--- config.mk ---
export PLATFORM = sky130hd
export DESIGN_NAME = heading_pi_sweep_controller_top
export DESIGN_NICKNAME = d
export VERILOG_FILES = /design/src/hdl/hpsc_pkg.sv /design/src/hdl/hpsc_track.sv /design/src/hdl/heading_pi_sweep_controller_top.sv
export SDC_FILE = /design/constraint.sdc
export NUM_CORES = 2
export LEC_CHECK = 0
export BUFFER_PORTS_ARGS = -buffer_cell sky130_fd_sc_hd__buf_4
export CORE_MARGIN = 2
export CORE_UTILIZATION = 40
export DETAILED_ROUTE_END_ITERATION = 6
export GPL_ROUTABILITY_DRIVEN = 0
export PLACE_DENSITY = 0.55
export SYNTH_ARGS = -nofsm -noshare
export SYNTH_HDL_FRONTEND = slang
export SYNTH_HIERARCHICAL = 1
export SYNTH_SLANG_ARGS = --single-unit
--- constraint.sdc ---
create_clock -name aclk -period 12.17 [get_ports aclk]
set_input_delay 3.651 -clock aclk [delete_from_list [all_inputs] [get_ports aclk]]
set_output_delay 3.651 -clock aclk [all_outputs]
set_load 0.005 [all_outputs]
--- src/hdl/hpsc_pkg.sv ---
// Shared constants, register indexes and stage types of the heading PI sweep controller.
package hpsc_pkg;

    localparam int ANGLE_COUNTS = 4096;
    localparam int ANGLE_BITS   = $clog2(ANGLE_COUNTS);

    localparam int RAW_W   = 12;
    localparam int HEAD_W  = 15;
    localparam int DIFF_W  = 17;
    localparam int ERR_W   = 15;
    localparam int TGT_W   = 10;
    localparam int TOP_W   = 9;
    localparam int DZ_W    = 10;
    localparam int GAIN_W  = 16;
    localparam int CRUISE_W = 20;
    localparam int SPD_W   = 32;
    localparam int PROD_I_W = GAIN_W + 1 + SPD_W;
    localparam int PSUM_W  = PROD_I_W + 1;
    localparam int HALF_W  = SPD_W - 1;
    localparam int CFG_IDX_W  = 3;
    localparam int CFG_DATA_W = CRUISE_W;

    localparam int FULL_CIRCLE = 23040;
    localparam int HALF_CIRCLE = 11520;
    localparam int TOP_LIMIT   = 359;

    localparam logic [RAW_W-1:0]         RAW_MASK      = RAW_W'(ANGLE_COUNTS - 1);
    localparam logic signed [DIFF_W-1:0] FULL_CIRCLE_S = DIFF_W'(FULL_CIRCLE);
    localparam logic signed [DIFF_W-1:0] HALF_CIRCLE_S = DIFF_W'(HALF_CIRCLE);

    // Configuration register indexes
    localparam logic [CFG_IDX_W-1:0] CFG_PROP_GAIN    = 3'd0;
    localparam logic [CFG_IDX_W-1:0] CFG_INTEG_GAIN   = 3'd1;
    localparam logic [CFG_IDX_W-1:0] CFG_CRUISE_SPEED = 3'd2;
    localparam logic [CFG_IDX_W-1:0] CFG_DEAD_ZONE    = 3'd3;
    localparam logic [CFG_IDX_W-1:0] CFG_SWEEP_TOP    = 3'd4;

    // Tracking front end result: wrapped error, integrator before dead zone clear
    typedef struct packed {
        logic signed [ERR_W-1:0] err;
        logic signed [SPD_W-1:0] sum;
        logic                    dead;
        logic signed [TGT_W-1:0] target;
    } trk_t;

    // Side information carried down the PI stages
    typedef struct packed {
        logic signed [ERR_W-1:0] err;
        logic                    dead;
        logic signed [TGT_W-1:0] target;
    } side_t;

endpackage

--- src/hdl/hpsc_track.sv ---
// Target sweep, wrapped heading error and saturating integrator (two pipeline stages).
module hpsc_track (
    input  logic                            aclk,
    input  logic                            aresetn,
    input  logic                            s_valid,
    output logic                            s_ready,
    input  logic [hpsc_pkg::RAW_W-1:0]      raw_angle,
    input  logic [hpsc_pkg::TOP_W-1:0]      sweep_top,
    input  logic [hpsc_pkg::DZ_W-1:0]       dead_zone,
    output logic                            trk_valid,
    input  logic                            trk_ready,
    output hpsc_pkg::trk_t                  trk
);
    import hpsc_pkg::*;

    logic signed [TGT_W-1:0]  target_reg, target_next;
    logic                     up_reg, up_next;
    logic signed [SPD_W-1:0]  sum_reg, sum_next;

    logic                     v1_reg, v2_reg;
    logic signed [ERR_W-1:0]  err1_reg;
    logic signed [TGT_W-1:0]  tgt1_reg;
    trk_t                     trk_reg;

    logic                     rdy1, rdy2, accept, load2;
    logic signed [TGT_W-1:0]  top_eff, tgt_step;
    logic                     up_step;
    logic [RAW_W+HEAD_W-1:0]  head_prod;
    logic [HEAD_W-1:0]        heading;
    logic signed [DIFF_W-1:0] tgt_scaled, diff, wrapped;
    logic signed [ERR_W-1:0]  err_wrap;
    logic signed [SPD_W:0]    sum_wide;
    logic signed [SPD_W-1:0]  sum_sat;
    logic [ERR_W-1:0]         err_mag;
    logic                     dead;

    assign rdy2    = !v2_reg || trk_ready;
    assign rdy1    = !v1_reg || rdy2;
    assign s_ready = rdy1;
    assign accept  = s_valid && rdy1;
    assign load2   = v1_reg && rdy2;

    // Triangle sweep step, taken once per accepted sample
    always_comb begin
        top_eff = (sweep_top > TOP_W'(TOP_LIMIT)) ? TGT_W'(TOP_LIMIT)
                                                  : {1'b0, sweep_top};
        if (up_reg) begin
            tgt_step = target_reg + 10'sd1;
            up_step  = (tgt_step <= top_eff);
        end else begin
            tgt_step = target_reg - 10'sd1;
            up_step  = (tgt_step <= 10'sd0);
        end
        target_next = accept ? tgt_step : target_reg;
        up_next     = accept ? up_step : up_reg;
    end

    // Heading in 1/64 degree and error wrapped to +/- 180 degrees
    always_comb begin
        head_prod  = (RAW_W+HEAD_W)'(raw_angle & RAW_MASK) * (RAW_W+HEAD_W)'(FULL_CIRCLE);
        heading    = HEAD_W'(head_prod >> ANGLE_BITS);
        tgt_scaled = {tgt_step[TGT_W-1], tgt_step, 6'b0};
        diff       = $signed({2'b00, heading}) - tgt_scaled;
        if (diff > HALF_CIRCLE_S) begin
            wrapped = diff - FULL_CIRCLE_S;
        end else if (diff < -HALF_CIRCLE_S) begin
            wrapped = diff + FULL_CIRCLE_S;
        end else begin
            wrapped = diff;
        end
        err_wrap = ERR_W'(wrapped);
    end

    // Saturating integrator; clear it inside the dead zone
    always_comb begin
        sum_wide = (SPD_W+1)'(sum_reg) + (SPD_W+1)'(err1_reg);
        if (sum_wide[SPD_W] != sum_wide[SPD_W-1]) begin
            sum_sat = sum_wide[SPD_W] ? {1'b1, {(SPD_W-1){1'b0}}} : {1'b0, {(SPD_W-1){1'b1}}};
        end else begin
            sum_sat = sum_wide[SPD_W-1:0];
        end
        err_mag  = err1_reg[ERR_W-1] ? ERR_W'(-err1_reg) : ERR_W'(err1_reg);
        dead     = (err_mag < ERR_W'(dead_zone));
        sum_next = load2 ? (dead ? '0 : sum_sat) : sum_reg;
    end

    always_ff @(posedge aclk) begin
        if (!aresetn) begin
            target_reg <= '0;
            up_reg     <= 1'b1;
            sum_reg    <= '0;
            v1_reg     <= 1'b0;
            v2_reg     <= 1'b0;
        end else begin
            target_reg <= target_next;
            up_reg     <= up_next;
            sum_reg    <= sum_next;
            if (rdy1) begin
                v1_reg <= s_valid;
            end
            if (rdy2) begin
                v2_reg <= v1_reg;
            end
        end
    end

    always_ff @(posedge aclk) begin
        if (accept) begin
            err1_reg <= err_wrap;
            tgt1_reg <= tgt_step;
        end
        if (load2) begin
            trk_reg.err    <= err1_reg;
            trk_reg.sum    <= sum_sat;
            trk_reg.dead   <= dead;
            trk_reg.target <= tgt1_reg;
        end
    end

    assign trk_valid = v2_reg;
    assign trk       = trk_reg;

endmodule

--- src/hdl/heading_pi_sweep_controller_top.sv ---
// Top level of the heading PI sweep controller: config registers, PI stages, output register.
//
// Usage:
//   Input channel s_valid/s_ready/s_raw_angle carries one encoder sample per control
//   tick. Each transaction steps the triangle sweep target, forms the wrapped heading
//   error, updates the saturating integrator and yields exactly one result on
//   m_valid/m_ready: left/right drive speeds, the error, the target and the PI turn term.
//   Config port cfg_valid/cfg_ready/cfg_index/cfg_data writes one register per
//   transaction (0 prop_gain, 1 integ_gain, 2 cruise_speed, 3 dead_zone, 4 sweep_top);
//   cfg_ready is always high, unknown indexes are dropped. Write only while idle.
//   Six register stages, two in hpsc_track and four here. The pipeline takes one
//   sample per cycle while the receiver does not stall, as the integrator loop in
//   stage two closes through one register and the multiply and scale path is fully pipelined.
//   Reset (aresetn low, synchronous) empties the pipeline, sets the target to zero
//   sweeping up, clears the integrator and loads the register defaults.
//   When the receiver stalls, the result holds in the output register and earlier
//   stages keep filling; s_ready drops only once every stage holds a sample.
module heading_pi_sweep_controller_top (
    input  logic                                  aclk,
    input  logic                                  aresetn,
    input  logic                                  s_valid,
    output logic                                  s_ready,
    input  logic [hpsc_pkg::RAW_W-1:0]            s_raw_angle,
    output logic                                  m_valid,
    input  logic                                  m_ready,
    output logic signed [hpsc_pkg::SPD_W-1:0]     m_left_speed,
    output logic signed [hpsc_pkg::SPD_W-1:0]     m_right_speed,
    output logic signed [hpsc_pkg::ERR_W-1:0]     m_heading_error,
    output logic signed [hpsc_pkg::TGT_W-1:0]     m_target_heading,
    output logic signed [hpsc_pkg::SPD_W-1:0]     m_turn_speed,
    input  logic                                  cfg_valid,
    output logic                                  cfg_ready,
    input  logic [hpsc_pkg::CFG_IDX_W-1:0]        cfg_index,
    input  logic [hpsc_pkg::CFG_DATA_W-1:0]       cfg_data
);
    import hpsc_pkg::*;

    logic [GAIN_W-1:0]   prop_gain_reg, prop_gain_next;
    logic [GAIN_W-1:0]   integ_gain_reg, integ_gain_next;
    logic [CRUISE_W-1:0] cruise_reg, cruise_next;
    logic [DZ_W-1:0]     dead_zone_reg, dead_zone_next;
    logic [TOP_W-1:0]    sweep_top_reg, sweep_top_next;

    logic                trk_valid, trk_ready;
    trk_t                trk;

    logic                v3_reg, v4_reg, v5_reg, v6_reg;
    logic                rdy3, rdy4, rdy5, rdy6;
    side_t               side3_reg, side4_reg, side5_reg;

    logic signed [SPD_W-1:0]    prod_p, prod_p3_reg;
    logic signed [PROD_I_W-1:0] prod_i, prod_i3_reg;
    logic signed [PSUM_W-1:0]   psum, psum4_reg;
    logic                       neg;
    logic signed [PSUM_W-1:0]   q_shift, h_shift;
    logic signed [SPD_W-1:0]    turn, turn5_reg;
    logic signed [HALF_W-1:0]   half_turn, half5_reg;
    logic signed [SPD_W-1:0]    half_cruise, base;

    logic signed [SPD_W-1:0]    left_reg, right_reg, turn6_reg;
    logic signed [ERR_W-1:0]    err6_reg;
    logic signed [TGT_W-1:0]    tgt6_reg;

    // Configuration registers
    assign cfg_ready = 1'b1;

    always_comb begin
        prop_gain_next  = prop_gain_reg;
        integ_gain_next = integ_gain_reg;
        cruise_next     = cruise_reg;
        dead_zone_next  = dead_zone_reg;
        sweep_top_next  = sweep_top_reg;
        if (cfg_valid) begin
            unique case (cfg_index)
                CFG_PROP_GAIN:    prop_gain_next  = cfg_data[GAIN_W-1:0];
                CFG_INTEG_GAIN:   integ_gain_next = cfg_data[GAIN_W-1:0];
                CFG_CRUISE_SPEED: cruise_next     = cfg_data[CRUISE_W-1:0];
                CFG_DEAD_ZONE:    dead_zone_next  = cfg_data[DZ_W-1:0];
                CFG_SWEEP_TOP:    sweep_top_next  = cfg_data[TOP_W-1:0];
                default: ;
            endcase
        end
    end

    always_ff @(posedge aclk) begin
        if (!aresetn) begin
            prop_gain_reg  <= GAIN_W'(1000);
            integ_gain_reg <= '0;
            cruise_reg     <= CRUISE_W'(200000);
            dead_zone_reg  <= DZ_W'(1);
            sweep_top_reg  <= TOP_W'(270);
        end else begin
            prop_gain_reg  <= prop_gain_next;
            integ_gain_reg <= integ_gain_next;
            cruise_reg     <= cruise_next;
            dead_zone_reg  <= dead_zone_next;
            sweep_top_reg  <= sweep_top_next;
        end
    end

    hpsc_track u_track (
        .aclk      (aclk),
        .aresetn   (aresetn),
        .s_valid   (s_valid),
        .s_ready   (s_ready),
        .raw_angle (s_raw_angle),
        .sweep_top (sweep_top_reg),
        .dead_zone (dead_zone_reg),
        .trk_valid (trk_valid),
        .trk_ready (trk_ready),
        .trk       (trk)
    );

    // Stage handshake: a stage loads when it is empty or its successor loads
    assign rdy6      = !v6_reg || m_ready;
    assign rdy5      = !v5_reg || rdy6;
    assign rdy4      = !v4_reg || rdy5;
    assign rdy3      = !v3_reg || rdy4;
    assign trk_ready = rdy3;

    // Stage 3: gain products
    assign prod_p = $signed({1'b0, prop_gain_reg}) * $signed(trk.err);
    assign prod_i = $signed({1'b0, integ_gain_reg}) * $signed(trk.sum);

    // Stage 4: PI sum in 1/64 units
    assign psum = PSUM_W'(prod_p3_reg) + PSUM_W'(prod_i3_reg);

    // Stage 5: divide by 64 and by 128 toward zero, then saturate
    always_comb begin
        neg     = psum4_reg[PSUM_W-1];
        q_shift = (psum4_reg + (neg ? PSUM_W'(63) : PSUM_W'(0))) >>> 6;
        h_shift = (psum4_reg + (neg ? PSUM_W'(127) : PSUM_W'(0))) >>> 7;
        if ((&q_shift[PSUM_W-1:SPD_W-1]) || !(|q_shift[PSUM_W-1:SPD_W-1])) begin
            turn = q_shift[SPD_W-1:0];
        end else begin
            turn = neg ? {1'b1, {(SPD_W-1){1'b0}}} : {1'b0, {(SPD_W-1){1'b1}}};
        end
        if ((&h_shift[PSUM_W-1:HALF_W-1]) || !(|h_shift[PSUM_W-1:HALF_W-1])) begin
            half_turn = h_shift[HALF_W-1:0];
        end else begin
            half_turn = neg ? {1'b1, {(HALF_W-1){1'b0}}} : {1'b0, {(HALF_W-1){1'b1}}};
        end
    end

    // Stage 6: drive speeds; the sum stays inside 32 bits, so no clamp is needed
    always_comb begin
        half_cruise = {{(SPD_W-CRUISE_W+1){1'b0}}, cruise_reg[CRUISE_W-1:1]};
        base        = side5_reg.dead ? '0 : SPD_W'(half5_reg);
    end

    always_ff @(posedge aclk) begin
        if (!aresetn) begin
            v3_reg <= 1'b0;
            v4_reg <= 1'b0;
            v5_reg <= 1'b0;
            v6_reg <= 1'b0;
        end else begin
            if (rdy3) begin
                v3_reg <= trk_valid;
            end
            if (rdy4) begin
                v4_reg <= v3_reg;
            end
            if (rdy5) begin
                v5_reg <= v4_reg;
            end
            if (rdy6) begin
                v6_reg <= v5_reg;
            end
        end
    end

    always_ff @(posedge aclk) begin
        if (rdy3 && trk_valid) begin
            prod_p3_reg      <= prod_p;
            prod_i3_reg      <= prod_i;
            side3_reg.err    <= trk.err;
            side3_reg.dead   <= trk.dead;
            side3_reg.target <= trk.target;
        end
        if (rdy4 && v3_reg) begin
            psum4_reg <= psum;
            side4_reg <= side3_reg;
        end
        if (rdy5 && v4_reg) begin
            turn5_reg <= turn;
            half5_reg <= half_turn;
            side5_reg <= side4_reg;
        end
        if (rdy6 && v5_reg) begin
            left_reg  <= base + half_cruise;
            right_reg <= base - half_cruise;
            turn6_reg <= turn5_reg;
            err6_reg  <= side5_reg.err;
            tgt6_reg  <= side5_reg.target;
        end
    end

    assign m_valid          = v6_reg;
    assign m_left_speed     = left_reg;
    assign m_right_speed    = right_reg;
    assign m_heading_error  = err6_reg;
    assign m_target_heading = tgt6_reg;
    assign m_turn_speed     = turn6_reg;

endmodule

# [After elaboration in Yosys (flattened, before gate mapping)]
# Cells that the tools add are included.
[word_totals] ff_bits=596 output_inout_bits=124 word_cells=113
[classes] addsub=12 multipliers=3 order_cmp=6 n_eq_ne=5 mux=16 reduce_logical=32
[op_table] cell="$mux 32" count=6
[op_table] cell="$mux 31" count=2
[op_table] cell="$add 32x49->50" count=1
[op_table] cell="$add 50x7->50" count=1
[op_table] cell="$add 50x8->50" count=1
[op_table] cell="$mul 17x32->49" count=1
[op_table] cell="$mux 15" count=3
[op_table] cell="$add 32x15->33" count=1
[op_table] cell="$add 32x20->32" count=1
[op_table] cell="$mul 17x15->32" count=1
[op_table] cell="$sub 32x20->32" count=1
[op_table] cell="$reduce_and 13->1" count=2
[op_table] cell="$reduce_or 13->1" count=2
[op_table] cell="$mul 12x6->18 const B" count=1
[op_table] cell="$gt 17x15->1 const B" count=1
[op_table] cell="$lt 17x15->1 const B" count=1
[op_table] cell="$sub 16x16->17" count=1
[op_table] cell="$add 15x15->15 const B" count=1
[op_table] cell="$lt 15x10->1" count=1
[op_table] cell="$neg 15->15" count=1
[op_table] cell="$sub 15x15->15 const B" count=1
[op_table] cell="$add 10x2->10 const B" count=1
[op_table] cell="$le 10x1->1 const B" count=1
[op_table] cell="$le 10x10->1" count=1
[op_table] cell="16 further kinds" count=40

# [Longest topological paths before layout]
[logic_depth] ltp_word=8 mapped_depth=27 ltp_nobuf=27

# [Cells and area by module]
# The synthesis kept the hierarchy.
[by_module_without_submodules] module="heading_pi_sweep_controller_top" instances=1 cells_per_inst=4811 area_each_um2=47916.0 seq_area_each_um2=13252.7
[by_module_without_submodules] module="hpsc_track" instances=1 cells_per_inst=1012 area_each_um2=9474.1 seq_area_each_um2=3393.3

# [Least setup slack after synthesis]
# OpenSTA, ideal clock, no wires.
[synth_timing] path_kind="input to register" start="input m_ready" end="register psum4_reg[0] (enable)" t_arrival_ns=9.468 t_required_ns=11.544 path_slack_ns=2.076 stages=3 path_buffers=0 path_cell_list="nor2b_1 -> and2_0 -> a21boi_0"
[synth_between] elab_chain_cells=4
[synth_lines] item="from (decl)" line_no="heading_pi_sweep_controller_top.sv:25" source="input logic m_ready,"
[synth_lines] item="$logic_or 1x1->1" line_no="heading_pi_sweep_controller_top.sv:115" source="assign rdy6 = !v6_reg || m_ready;"
[synth_lines] item="$logic_or 1x1->1" line_no="heading_pi_sweep_controller_top.sv:116" source="assign rdy5 = !v5_reg || rdy6;"
[synth_lines] item="$logic_or 1x1->1" line_no="heading_pi_sweep_controller_top.sv:117" source="assign rdy4 = !v4_reg || rdy5;"
[synth_lines] item="$logic_and 1x1->1" line_no="heading_pi_sweep_controller_top.sv:181" source="if (rdy4 && v3_reg) begin"
[synth_lines] item="to (signal assigned)" line_no="heading_pi_sweep_controller_top.sv:182" source="psum4_reg <= psum;"
[synth_lines] item="to (decl)" line_no="heading_pi_sweep_controller_top.sv:53" source="logic signed [PSUM_W-1:0] psum, psum4_reg;"
# No other way between the ends.
# A chain may end at the register's enable or synchronous reset.

# [Worst setup path in the final report]
[layout_timing] start="input s_raw_angle[4] in the netlist's numbering" end="register u_track.err1_reg[12] (data pin)"
[layout_between] elab_chain_cells=5 word_cells_on_any_way=8
[layout_lines] item="from (decl)" line_no="heading_pi_sweep_controller_top.sv:23" source="input logic [hpsc_pkg::RAW_W-1:0] s_raw_angle,"
[layout_lines] item="$mul 12x6->18 *" line_no="hpsc_track.sv:60" source="head_prod = (RAW_W+HEAD_W)'(raw_angle & RAW_MASK) * (RAW_W+HEAD_W)'(FULL_CIRCLE);"
[layout_lines] item="$sub 16x16->17 *" line_no="hpsc_track.sv:63" source="diff = $signed({2'b00, heading}) - tgt_scaled;"
[layout_lines] item="$add 15x15->15 or $lt 17x15->1 (tied branches)" line_no="hpsc_track.sv:67, hpsc_track.sv:66"
[layout_lines] item="$mux 15" line_no="hpsc_track.sv:66" source="end else if (diff < -HALF_CIRCLE_S) begin"
[layout_lines] item="$mux 15 *" line_no="hpsc_track.sv:64" source="if (diff > HALF_CIRCLE_S) begin"
[layout_lines] item="named net u_track.wrapped[12]" line_no="hpsc_track.sv:30" source="logic signed [DIFF_W-1:0] tgt_scaled, diff, wrapped;"
[layout_lines] item="to (signal assigned)" line_no="hpsc_track.sv:109" source="err1_reg <= err_wrap;"
[layout_lines] item="to (decl)" line_no="hpsc_track.sv:21" source="logic signed [ERR_W-1:0] err1_reg;"
# The timed path passes the listed nets; every way through them passes the cells marked *.

==> impl_metrics.toml <==
[status]
outcome = "finished, final reports clean"

[floorplanning]
die_w_um = 383
coreArea_um2 = 142000
rows = 138
io-pin-count = 164
floorplan.initialDensity_pct = 40.4
dieHeight_um = 383
die_area_um2 = 147000

[place]
place_ws_ps = 2180
hpwl_um = 109000
io_buffers = 162

[critical_path]
rrSetupSlack_ps = 4230
critical_path_class = "in -> reg"
slowest_delay_ps = 550
worstPathRequired_ps = 12560
worstRegToRegCells = 21
cp.arrival_ps = 9740
end_kind = "flip-flop"
timing.rr.end = "prod_i3_reg[48]"
cpMostUsedCell = "ha_1"
start_kind = "input port"
cpMaxStageDelayCell = "fa_1"
crit_path_max_fanout = 7
reg2reg_from = "integ_gain_reg[4]"

[sta]
period_needed_ps = 9350
tightest_slew_ps = 1240
slew_headroom_pct = 17.0
fin_crit_sh_pct = 76.8
clock_skew_ps = 32.8
setup_violations = 0
fin_hold_ws_ps = 409
rsz0062_at_grt = "no"
hold_violations = 0
slew_violations = 0
timing.fmax_mhz = 107
setup_tns_ps = 0
fin_ws_ps = 2820

[synth]
synth_fa_ha_area_share_pct = 33.4
ys_seq_area_share_pct = 29.0
synth_cells = 5823
synthMuxAreaShare_pct = 1.17
synth-simple-area-share_pct = 14.9
synth_area_um2 = 57400
yosysWarnings = 6
async_flop_share_pct = 0
syn_area_per_cell_um2 = 9.86
synthFlopType = "edfxtp_1"
synth_xor_xnor_area_share_pct = 4.12
synth_edf_count = 475
synth_compound_area_share_pct = 9.53
synth_top_family_by_area = "adder cells"
synth.distinct_cells = 99
synth_nets = 6980
ys_ff_latch = 594

[job]
drv_cap = 0

[min_path]
worstHoldPathType = "reg -> reg"
worstHoldStart = "side5_reg[25]"
whs_endpoint = "m_heading_error[14]"
hold_depth = 0

[cts]
post_cts_resize_count = 0
cts.hold.buffers_added = 0
insertion_delay_ps = 670
clk_path_buf_depth = 3
cts_buffers = 73
cts.sinks = 594
cts_setup_buffers = 0
path_clk_slew_ps = 60
clock_tree.root_cell = "clkbuf_16"
cts_tree = "done"
h-tree-depth = 3

[route]
vias = 40100
wirelength_um = 145000
viasPerCell = 5.11
drt_iter0_markers = 2502
firstDrtPassIters = 6
route.detailed.drc = 0
ant_nets = 0
wl_per_cell_um = 18.4

[global_routing]
first_global_vias = 42000
track_usage_pct = 20.2
grt_first_pass_wirelength_um = 234000
grt_max_degree = 121
grt.overflow.total = 0
antenna_found_initial = 6

[final_layout]
largest_register_ffs = 58
area_growth_pct = 10.0
ff_latch_area_um2 = 16700
fillers = 13700
multi_input_area_um2 = 36300
fin_util_pct = 44.5
final_common_cell = "inv_1"
nNetsFinal = 7045
drive_gt1_share_pct = 6.64
most-common-layout-cells = "951 x inv_1, 720 x nand2_1, 693 x fa_1"

[pwr]
ir_drop_v = 0.000445
total_power_mw = 11.6
p_per_area_nw_per_um2 = 183
cellLeakagePower_nw = 28.3
-- logic make-up (layout without fill, tap and decap cells) --
logic type	count (synthesis)	count (layout)
muxes	67	67
AOI/OAI and AO/OA	843	843
xor gates and xnor gates	267	267
other	1	6
DFF	594	594
and+or+nand+nor	1754	1754
adders and majority gates	1117	1117
buffers and inverters	1180	1304
-- cells in the mapped netlist (90+ instances only) --
library cell | n | area (um2)
ha_1 | 424 | 5310
dfxtp_1 | 119 | 2380
edfxtp_1 | 475 | 14300
clkbuf_1 | 204 | 766
inv_1 | 951 | 3570
a21oi_1 | 210 | 1050
nor2_1 | 222 | 833
and2_1 | 375 | 2350
a21o_1 | 90 | 676
xnor2_1 | 181 | 1590
nand2_1 | 720 | 2700
fa_1 | 693 | 13900
o21ai_0 | 174 | 871
-- cell type report --
cell class,count,share of cell area (%)
Inverter,953,5.67
Timing Repair Buffer,217,2.60
Sequential cell,594,26.4
Clock buffer,89,3.04
Multi-Input combinational cell,4049,57.6
Tap cell,1890,3.75
Antenna cell,5,0.0198
Clock inverter,45,0.993
-- power breakdown --
group / switching [mW] / leakage, nW / internal, mW
registers: 0.509 / 5.33 / 2.69
clock network: 0.919 / 1.21 / 1.36
logic: 3.68 / 21.7 / 2.42
-- per-stage QoR --
stage	area, um2	instances
floorplan	57400	5823
global placement	60600	7703
detailed placement	60600	7703
CTS	63100	7837
global route	63100	7838
finish	63100	7842
-- worst max-delay path by stage --
stage | from | end | cells past startpoint
floorplan | m_ready | psum4_reg[0] | 3
global placement | s_raw_angle[4] | u_track/err1_reg[12] | 25
detailed placement | s_raw_angle[4] | u_track/err1_reg[12] | 25
CTS | s_raw_angle[4] | u_track/err1_reg[12] | 25
global route | s_raw_angle[4] | u_track/err1_reg[14] | 25
finish | s_raw_angle[4] | u_track/err1_reg[12] | 25
-- per-layer routing --
layer  global-route usage (%)  wire length, um  vias up
met5                        0                0        -
met4                     6.50             4490        0
met3                     3.10             8160      224
met2                     32.6            65700     1024
met1                     27.9            66300    19700
li1                         -                -    19100
-- worst max-delay path, delay by kind of cell --
family          cells  cell delay, ps
compound gates     10            2380
buf+inv             4             310
fa+ha+maj           5            1990
simple gates        3             810
xor+xnor            3             600
No activity file was read; power rests on OpenSTA's default activity.
